**src/rtl/core/abc_pkg.sv**
```systemverilog
// Shared types and constants for the alpha border classifier.
`timescale 1ns / 1ps

package abc_pkg;

    // Default size limits for the scan counters.
    localparam int DEF_MAX_WIDTH  = 4096;
    localparam int DEF_MAX_HEIGHT = 4096;

    // Width of the size registers on the configuration port.
    localparam int CFG_SIZE_W = 13;

    // Configuration register indexes (byte address / 4).
    localparam logic [1:0] REG_IMAGE_WIDTH  = 2'd0;
    localparam logic [1:0] REG_IMAGE_HEIGHT = 2'd1;
    localparam logic [1:0] REG_HAS_ALPHA    = 2'd2;

    // Bit positions in the flag word.
    localparam int FLAG_TOP      = 0;
    localparam int FLAG_BOTTOM   = 1;
    localparam int FLAG_LEFT     = 2;
    localparam int FLAG_RIGHT    = 3;
    localparam int FLAG_INTERNAL = 4;

    // All edge flags set, internal gap flag clear.
    localparam logic [4:0] FLAGS_AT_START = 5'b01111;

    // Mode of the row and frame gap detectors.
    typedef enum logic [1:0] {
        MODE_START   = 2'd0,
        MODE_PADDING = 2'd1,
        MODE_CONTENT = 2'd2
    } t_mode;

    // Position status of the pixel being processed.
    typedef struct packed {
        logic first_col;
        logic last_col;
        logic first_row;
        logic last_row;
    } t_pos;

endpackage

```
**src/rtl/core/alpha_border_classifier_core.sv**
```systemverilog
// Top level of the alpha border classifier: config registers, pixel stage and result register.
//
//  Channel | Direction | Handshake                  | Payload
//  --------+-----------+----------------------------+------------------------------------
//  in      | input     | i_in_valid / o_in_ready    | i_alpha_value
//  out     | output    | o_out_valid / i_out_ready  | o_flag_top/bottom/left/right/internal
//  cfg     | input     | psel/penable/pwrite/pready | paddr, pwdata, prdata
//
// One pixel word is taken per clock unless a waiting result stalls the last pixel.
// A frame's last pixel passes the input register, then its flags load the result register.
// The result register stalls only the last pixel of the next frame; other
// pixels keep flowing while a result waits. Synchronous reset clears the scan
// state, the handshake state and the configuration (width 1, height 1, alpha on).
`timescale 1ns / 1ps

module alpha_border_classifier_core #(
    parameter int MAX_WIDTH  = abc_pkg::DEF_MAX_WIDTH,
    parameter int MAX_HEIGHT = abc_pkg::DEF_MAX_HEIGHT
) (
    input  logic        i_clk,
    input  logic        i_rst_n,
    // Pixel input
    input  logic        i_in_valid,
    output logic        o_in_ready,
    input  logic [7:0]  i_alpha_value,
    // Result output
    output logic        o_out_valid,
    input  logic        i_out_ready,
    output logic        o_flag_top,
    output logic        o_flag_bottom,
    output logic        o_flag_left,
    output logic        o_flag_right,
    output logic        o_flag_internal,
    // Configuration port
    input  logic        psel,
    input  logic        penable,
    input  logic        pwrite,
    input  logic [3:0]  paddr,
    input  logic [31:0] pwdata,
    output logic [31:0] prdata,
    output logic        pready
);
    import abc_pkg::*;

    logic [CFG_SIZE_W-1:0] r_image_width, r_image_height;
    logic                  r_has_alpha;
    logic                  cfg_wr;
    logic [1:0]            cfg_idx;

    logic        r_in_valid;
    logic [7:0]  r_in_alpha;
    logic        proc, transparent, frame_end;
    t_pos        pos;

    logic        r_row_clear, n_row_clear;
    logic        row_gap, frame_gap;
    logic [4:0]  r_flags, n_flags, step_flags;

    logic        r_out_valid;
    logic [4:0]  r_out_flags;

    // Configuration registers.
    assign pready  = 1'b1;
    assign cfg_wr  = psel && penable && pwrite && pready;
    assign cfg_idx = paddr[3:2];

    always_ff @(posedge i_clk) begin
        if (!i_rst_n) begin
            r_image_width  <= CFG_SIZE_W'(1);
            r_image_height <= CFG_SIZE_W'(1);
            r_has_alpha    <= 1'b1;
        end else if (cfg_wr) begin
            case (cfg_idx)
                REG_IMAGE_WIDTH:  r_image_width  <= pwdata[CFG_SIZE_W-1:0];
                REG_IMAGE_HEIGHT: r_image_height <= pwdata[CFG_SIZE_W-1:0];
                REG_HAS_ALPHA:    r_has_alpha    <= pwdata[0];
                default:          ;
            endcase
        end
    end

    // Register read back.
    always_comb begin
        case (cfg_idx)
            REG_IMAGE_WIDTH:  prdata = {{(32 - CFG_SIZE_W){1'b0}}, r_image_width};
            REG_IMAGE_HEIGHT: prdata = {{(32 - CFG_SIZE_W){1'b0}}, r_image_height};
            REG_HAS_ALPHA:    prdata = {31'd0, r_has_alpha};
            default:          prdata = 32'd0;
        endcase
    end

    // Pixel stage: processes whenever its result, if any, has room.
    assign frame_end   = pos.last_col && pos.last_row;
    assign proc        = r_in_valid && (!frame_end || !r_out_valid || i_out_ready);
    assign o_in_ready  = !r_in_valid || proc;
    assign transparent = (r_in_alpha == 8'd0);

    always_ff @(posedge i_clk) begin
        if (!i_rst_n) begin
            r_in_valid <= 1'b0;
        end else if (o_in_ready) begin
            r_in_valid <= i_in_valid;
        end
    end

    always_ff @(posedge i_clk) begin
        if (i_in_valid && o_in_ready) begin
            r_in_alpha <= i_alpha_value;
        end
    end

    abc_scan_pos #(
        .MAX_WIDTH  (MAX_WIDTH),
        .MAX_HEIGHT (MAX_HEIGHT)
    ) u_scan_pos (
        .i_clk          (i_clk),
        .i_rst_n        (i_rst_n),
        .i_step         (proc),
        .i_image_width  (r_image_width),
        .i_image_height (r_image_height),
        .o_pos          (pos)
    );

    // Row is fully transparent so far (r_row_clear), including this pixel (n_row_clear).
    assign n_row_clear = r_row_clear && transparent;

    always_ff @(posedge i_clk) begin
        if (!i_rst_n) begin
            r_row_clear <= 1'b1;
        end else if (proc) begin
            r_row_clear <= pos.last_col ? 1'b1 : n_row_clear;
        end
    end

    // Gap detector along the row, one pixel per step.
    abc_mode_fsm u_row_fsm (
        .i_clk         (i_clk),
        .i_rst_n       (i_rst_n),
        .i_advance     (proc),
        .i_clear       (proc && pos.last_col),
        .i_transparent (transparent),
        .o_gap         (row_gap)
    );

    // Gap detector down the frame, one row per step.
    abc_mode_fsm u_frame_fsm (
        .i_clk         (i_clk),
        .i_rst_n       (i_rst_n),
        .i_advance     (proc && pos.last_col),
        .i_clear       (proc && frame_end),
        .i_transparent (n_row_clear),
        .o_gap         (frame_gap)
    );

    // Flag update for this pixel.
    always_comb begin
        step_flags = r_flags;
        if (!transparent) begin
            if (pos.first_col) step_flags[FLAG_LEFT]   = 1'b0;
            if (pos.last_col)  step_flags[FLAG_RIGHT]  = 1'b0;
            if (pos.first_row) step_flags[FLAG_TOP]    = 1'b0;
            if (pos.last_row)  step_flags[FLAG_BOTTOM] = 1'b0;
        end
        if (pos.last_col && row_gap) begin
            step_flags[FLAG_INTERNAL] = 1'b1;
        end
        if (frame_end && frame_gap) begin
            step_flags[FLAG_INTERNAL] = 1'b1;
        end
        n_flags = frame_end ? FLAGS_AT_START : step_flags;
    end

    always_ff @(posedge i_clk) begin
        if (!i_rst_n) begin
            r_flags <= FLAGS_AT_START;
        end else if (proc) begin
            r_flags <= n_flags;
        end
    end

    // Result register.
    always_ff @(posedge i_clk) begin
        if (!i_rst_n) begin
            r_out_valid <= 1'b0;
        end else if (proc && frame_end) begin
            r_out_valid <= 1'b1;
        end else if (i_out_ready) begin
            r_out_valid <= 1'b0;
        end
    end

    always_ff @(posedge i_clk) begin
        if (proc && frame_end) begin
            r_out_flags <= r_has_alpha ? step_flags : 5'd0;
        end
    end

    assign o_out_valid     = r_out_valid;
    assign o_flag_top      = r_out_flags[FLAG_TOP];
    assign o_flag_bottom   = r_out_flags[FLAG_BOTTOM];
    assign o_flag_left     = r_out_flags[FLAG_LEFT];
    assign o_flag_right    = r_out_flags[FLAG_RIGHT];
    assign o_flag_internal = r_out_flags[FLAG_INTERNAL];

    // A frame end always leaves a result waiting.
    a_result_loaded: assert property (@(posedge i_clk) disable iff (!i_rst_n)
        proc && frame_end |=> o_out_valid)
        else $error("frame end did not load a result");

    // The scan state returns to its start values after a frame.
    a_flags_restart: assert property (@(posedge i_clk) disable iff (!i_rst_n)
        proc && frame_end |=> r_flags == FLAGS_AT_START && r_row_clear)
        else $error("scan state not cleared after frame");

    // A last pixel never overwrites a result that has not been taken.
    a_no_overwrite: assert property (@(posedge i_clk) disable iff (!i_rst_n)
        r_out_valid && !i_out_ready && frame_end |-> !proc)
        else $error("result overwritten while stalled");

endmodule

```
**src/rtl/core/abc_scan_pos.sv**
```systemverilog
// Column and row counters of the raster scan with edge detection.
`timescale 1ns / 1ps

module abc_scan_pos #(
    parameter int MAX_WIDTH  = abc_pkg::DEF_MAX_WIDTH,
    parameter int MAX_HEIGHT = abc_pkg::DEF_MAX_HEIGHT
) (
    input  logic                            i_clk,
    input  logic                            i_rst_n,
    input  logic                            i_step,
    input  logic [abc_pkg::CFG_SIZE_W-1:0]  i_image_width,
    input  logic [abc_pkg::CFG_SIZE_W-1:0]  i_image_height,
    output abc_pkg::t_pos                   o_pos
);
    import abc_pkg::*;

    localparam int CW  = (MAX_WIDTH  > 1) ? $clog2(MAX_WIDTH)  : 1;
    localparam int RW  = (MAX_HEIGHT > 1) ? $clog2(MAX_HEIGHT) : 1;
    localparam int CMW = (CW + 1 > CFG_SIZE_W) ? CW + 1 : CFG_SIZE_W;
    localparam int CMH = (RW + 1 > CFG_SIZE_W) ? RW + 1 : CFG_SIZE_W;

    logic [CW-1:0]  r_col, n_col;
    logic [RW-1:0]  r_row, n_row;
    logic [CMW-1:0] w_eff, w_cfg;
    logic [CMH-1:0] h_eff, h_cfg;

    // Clamp the configured size into 1..MAX.
    always_comb begin
        w_cfg = CMW'(i_image_width);
        h_cfg = CMH'(i_image_height);
        if (w_cfg == '0) begin
            w_eff = CMW'(1);
        end else if (w_cfg > CMW'(MAX_WIDTH)) begin
            w_eff = CMW'(MAX_WIDTH);
        end else begin
            w_eff = w_cfg;
        end
        if (h_cfg == '0) begin
            h_eff = CMH'(1);
        end else if (h_cfg > CMH'(MAX_HEIGHT)) begin
            h_eff = CMH'(MAX_HEIGHT);
        end else begin
            h_eff = h_cfg;
        end
    end

    // Edge status; position + 1 >= size means the last column or row was reached or passed.
    always_comb begin
        o_pos.first_col = (r_col == '0);
        o_pos.first_row = (r_row == '0);
        o_pos.last_col  = (CMW'(r_col) + CMW'(1)) >= w_eff;
        o_pos.last_row  = (CMH'(r_row) + CMH'(1)) >= h_eff;
    end

    // Next position.
    always_comb begin
        n_col = r_col;
        n_row = r_row;
        if (i_step) begin
            if (o_pos.last_col) begin
                n_col = '0;
                n_row = o_pos.last_row ? '0 : r_row + RW'(1);
            end else begin
                n_col = r_col + CW'(1);
            end
        end
    end

    always_ff @(posedge i_clk) begin
        if (!i_rst_n) begin
            r_col <= '0;
            r_row <= '0;
        end else begin
            r_col <= n_col;
            r_row <= n_row;
        end
    end

    // The column wraps to zero after the last column of a row.
    a_col_wrap: assert property (@(posedge i_clk) disable iff (!i_rst_n)
        i_step && o_pos.last_col |=> r_col == '0)
        else $error("column did not wrap at row end");

    // The row counter only moves at the end of a row.
    a_row_hold: assert property (@(posedge i_clk) disable iff (!i_rst_n)
        i_step && !o_pos.last_col |=> r_row == $past(r_row))
        else $error("row moved inside a row");

endmodule

```
**src/rtl/core/abc_mode_fsm.sv**
```systemverilog
// Gap detector: start/padding/content mode machine with a saturating transition count.
`timescale 1ns / 1ps

module abc_mode_fsm (
    input  logic i_clk,
    input  logic i_rst_n,
    input  logic i_advance,
    input  logic i_clear,
    input  logic i_transparent,
    output logic o_gap
);
    import abc_pkg::*;

    t_mode       r_mode, n_mode, adv_mode;
    logic [1:0]  r_count, n_count, adv_count;

    // Advance by one element and test the gap rule on the advanced state.
    always_comb begin
        adv_mode  = r_mode;
        adv_count = r_count;
        case (r_mode)
            MODE_CONTENT: begin
                if (i_transparent) begin
                    adv_mode = MODE_PADDING;
                    if (r_count != 2'd2) begin
                        adv_count = r_count + 2'd1;
                    end
                end
            end
            MODE_PADDING: begin
                if (!i_transparent) begin
                    adv_mode = MODE_CONTENT;
                end
            end
            default: begin
                adv_mode = i_transparent ? MODE_PADDING : MODE_CONTENT;
            end
        endcase

        case (adv_mode)
            MODE_PADDING: o_gap = (adv_count == 2'd2);
            MODE_CONTENT: o_gap = (adv_count != 2'd0);
            default:      o_gap = 1'b0;
        endcase

        if (i_clear) begin
            n_mode  = MODE_START;
            n_count = 2'd0;
        end else if (i_advance) begin
            n_mode  = adv_mode;
            n_count = adv_count;
        end else begin
            n_mode  = r_mode;
            n_count = r_count;
        end
    end

    always_ff @(posedge i_clk) begin
        if (!i_rst_n) begin
            r_mode  <= MODE_START;
            r_count <= 2'd0;
        end else begin
            r_mode  <= n_mode;
            r_count <= n_count;
        end
    end

    // The counter saturates at two.
    a_count_sat: assert property (@(posedge i_clk) disable iff (!i_rst_n)
        r_count != 2'd3)
        else $error("transition count overflowed");

    // No transition can have been counted before the first element.
    a_start_empty: assert property (@(posedge i_clk) disable iff (!i_rst_n)
        r_mode == MODE_START |-> r_count == 2'd0)
        else $error("count set in start mode");

endmodule

```
**config.mk**
```make
export PLATFORM = sky130hd
export DESIGN_NAME = alpha_border_classifier_core
export DESIGN_NICKNAME = d
export VERILOG_FILES = /design/src/rtl/core/abc_pkg.sv /design/src/rtl/core/alpha_border_classifier_core.sv /design/src/rtl/core/abc_scan_pos.sv /design/src/rtl/core/abc_mode_fsm.sv
export SDC_FILE = /design/constraint.sdc
export NUM_CORES = 1
export LEC_CHECK = 0
export ABC_AREA = 0
export ABC_CLOCK_PERIOD_IN_PS = 3100
export BUFFER_PORTS_ARGS = -buffer_cell sky130_fd_sc_hd__buf_2
export CAP_MARGIN = 40
export CORE_ASPECT_RATIO = 1.2
export CORE_MARGIN = 3
export CORE_UTILIZATION = 25
export CTS_BUF_LIST = sky130_fd_sc_hd__clkbuf_8
export CTS_CLUSTER_SIZE = 10
export DETAILED_ROUTE_END_ITERATION = 8
export GPL_TIMING_DRIVEN = 0
export SLEW_MARGIN = 20
export SYNTH_ARGS = -nofsm -noshare
export SYNTH_HDL_FRONTEND = slang
export SYNTH_SLANG_ARGS = --single-unit
```
**constraint.sdc**
```tcl
create_clock -name i_clk -period 3.1 [get_ports i_clk]
set_input_delay 0.465 -clock i_clk [delete_from_list [all_inputs] [get_ports i_clk]]
set_output_delay 0.465 -clock i_clk [all_outputs]
set_load 0.01 [all_outputs]
```
==> metrics <==
area delta synth->final=30.7%; startpoint types=flop; arrival time at the worst endpoint=3.03 ns; r2r endpoint=r_out_flags[4]; Min-Delay Path Class=input pin to flop; Worst-Skew Late Latency=0.38 ns; grt ovf=0; IO Pins=between 90 and 100; hold-fix buffers at CTS=0; chip width=136 um; CP Launch Point=u_scan_pos.r_row[0]; status=complete, but fails checks; clock buffer depth=2; worst r2r src=u_scan_pos.r_col[0]; fin area=6630 um^2; CTS sink count=80; Die Y=162 um; drt wl/cell=14.5 um; largest net degree at the start of global routing=14; GRT Total Usage=12.4%; r2r setup slk=0.02 ns; dominant synthesized flop cell=dfxtp_1; Final Skew=0.0133 ns; commonest cells in the netlist=nand2_1 (73), dfxtp_1 (67), a21oi_1 (43); Worst IR Drop VDD=173 uV; max cap viols=0; Worst Reg2Reg Path Length in Cells=12; asr flop ratio synth=0%; detailed placement HPWL=10,100 um; syn_area_per_cell=roughly 8.5 um^2; PortBufs=47; critical path class=flop to primary output; final setup fails=1; minimum clock period=3.49 ns; vias=4,642; DRC violations left=0; fin util=33.6%; placed cell area=5710 um^2; clk slew on worst S/H paths=0.09 ns; relative slew slack=between 50% and 60%; pwr dens=329 nW/um^2; register area=roughly 1800 um^2; worst hold slack=0.258 ns; Nets=roughly 790; dpl ws=-0.603 ns; die area=22,000 um^2; Crit. End Element=primary output; CTS Root Cell=clkbuf_8; Area contributors post-synth=dfxtp_1 (26%), ha_1 (9.9%), edfxtp_1 (7.7%); Slew @ Worst Pin=0.730 ns; Slew Viols, Final=0; fill count=2,055; synth unique cells=64; Mapped Cells=a little under 600; Post-DRT Antenna Nets=0; CTS tree=yes; vias in the first global route=between 4,000 and 5,000; H-tree depth=3; FP Rows=56; GPL Wtd Cong=0.815; failing checks=negative setup slack; Starting Density=about a quarter; antenna violations before repair=0; FMAX=286 MHz; Yosys top cell by area=dfxtp_1; CP endpoint=o_in_ready; Post-synth EDFFs=13; Final Hold Fails=0; core area=19,800 um^2; total wire length=14,000 um; share of layout cells above drive strength 1=31.4%; Avg Vias per Cell=4.79; RSZ-0062 raised after global routing=true; multi-input logic area=3450 um^2; first-pass GRT wire length=22,100 um; warnings from Yosys=0; count leader, synth=nand2_1; worst-path maximum fanout=4; Pleak=0.00277 uW; diodes inserted=0; CP required=2.63 ns; fin crit share=113%; post-synthesis cell area=5070 um^2; post-synth top area share=26.4%; sequential element share of the synthesized area=between 30% and 40%; final worst slack=-0.394 ns; Pre-antenna DRT Iters=5; flop and latch count out of synthesis=80; cts bufs inserted=9; 1st-iter DRT viols=253
[through the flow]
stage | power, uW | std cells | setup TNS (ns)
final | 2180 | 969 | -0.394
after detailed placement | 1430 | 921 | -23.88
after CTS | 2170 | 958 | -0.654
after global placement | 1430 | 921 | -22.79
after global routing | 2290 | 969 | -1.96
after floorplan | 1330 | 613 | 0
[state kept, by name, summed over array words and instances (netlist names)]
register / count
u_frame_fsm.r_mode: 2
r_image_width: 13
r_flags: 5
r_in_valid: 1
r_in_alpha: 8
r_row_clear: 1
u_frame_fsm.r_count: 2
u_scan_pos.r_col: 12
r_image_height: 13
u_row_fsm.r_mode: 2
u_row_fsm.r_count: 2
o_out_valid: 1
r_has_alpha: 1
r_out_flags: 5
u_scan_pos.r_row: 12
[where the power goes]
part	switching (uW)	internal, uW
registers	22.8	1080
logic	215	143
clock network	412	309
total	650	1530
[kinds of logic (layout without fill, tap and decap cells)]
| group | Yosys count | count (layout) | synth area share [%] |
|---|---|---|---|
| simple gates | 217 | 217 | 21.3 |
| buf+inv | 74 | 169 | 7.30 |
| mux | 27 | 27 | 5.33 |
| compound gates | 138 | 138 | 18.9 |
| xor+xnor | 17 | 17 | 2.94 |
| other cells | 2 | 20 | 0.148 |
| flops | 80 | 80 | 34.1 |
| fa+ha+maj | 40 | 40 | 9.87 |
[what timing repair did]
item | 4_1_cts | 5_1_grt
resized for setup | 64 | 51
pin swaps | 21 | 21
buffers inserted | 22 | 13
setup endpoints to repair | 56 | 46
cloned | 0 | 3
[critical path: stages (launching register included)]
cell and delay [ns]:
dfxtp_4 0.37, ha_4 0.16, and3_4 0.18, and3_4 0.18
and3_4 0.18, xor2_1 0.14, ha_1 0.33, nand2_2 0.08
nor2_4 0.19, o311a_1 0.26, nor2_2 0.07, or3_4 0.37
buf_6 0.14
[metal layers]
| metal | track usage, % | vias to the layer above | share of wire, % |
|---|---|---|---|
| li1 | - | 2323 | - |
| met1 | 15.9 | 2184 | 45 |
| met2 | 20.5 | 112 | 48 |
| met3 | 2.76 | 23 | 4.5 |
| met4 | 4.54 | 0 | 1.9 |
| met5 | 0 | - | 0 |
[layout by cell type, fill, tap and decap left out, types with 13 or more instances in the layout]
cell type | synthesis | routed
nand3_1 | 24 | 18
buf_4 | 20 | 53
nor2_1 | 38 | 32
inv_1 | 28 | 28
nand2_1 | 73 | 70
edfxtp_1 | 13 | 13
ha_1 | 40 | 35
conb_1 | 2 | 20
o21ai_0 | 29 | 25
buf_2 | 8 | 51
mux2i_1 | 27 | 27
dfxtp_1 | 67 | 58
a21oi_1 | 43 | 38
[worst min path at each step]
| stage | start | endpoint | slack (ns) | cells past startpoint |
|---|---|---|---|---|
| after global routing | i_alpha_value[0] | r_in_alpha[0] | 0.24 | 1 |
| after detailed placement | r_flags[4] | r_flags[4] | 0.45 | 1 |
| after CTS | i_alpha_value[0] | r_in_alpha[0] | 0.24 | 1 |
| final | i_alpha_value[5] | r_in_alpha[5] | 0.26 | 1 |
| after global placement | r_flags[4] | r_flags[4] | 0.45 | 1 |
| after floorplan | r_flags[4] | r_flags[4] | 0.43 | 1 |
[cell type report]
type	instances	area share [%]
Multi-Input combinational cell	459	52.1
Sequential cell	80	26.6
Timing Repair Buffer	82	8.02
Tap cell	261	4.93
Buffer	43	4.10
Clock buffer	10	2.08
Inverter	28	1.66
Clock inverter	6	0.528
Power figures use the tool's default switching activity.
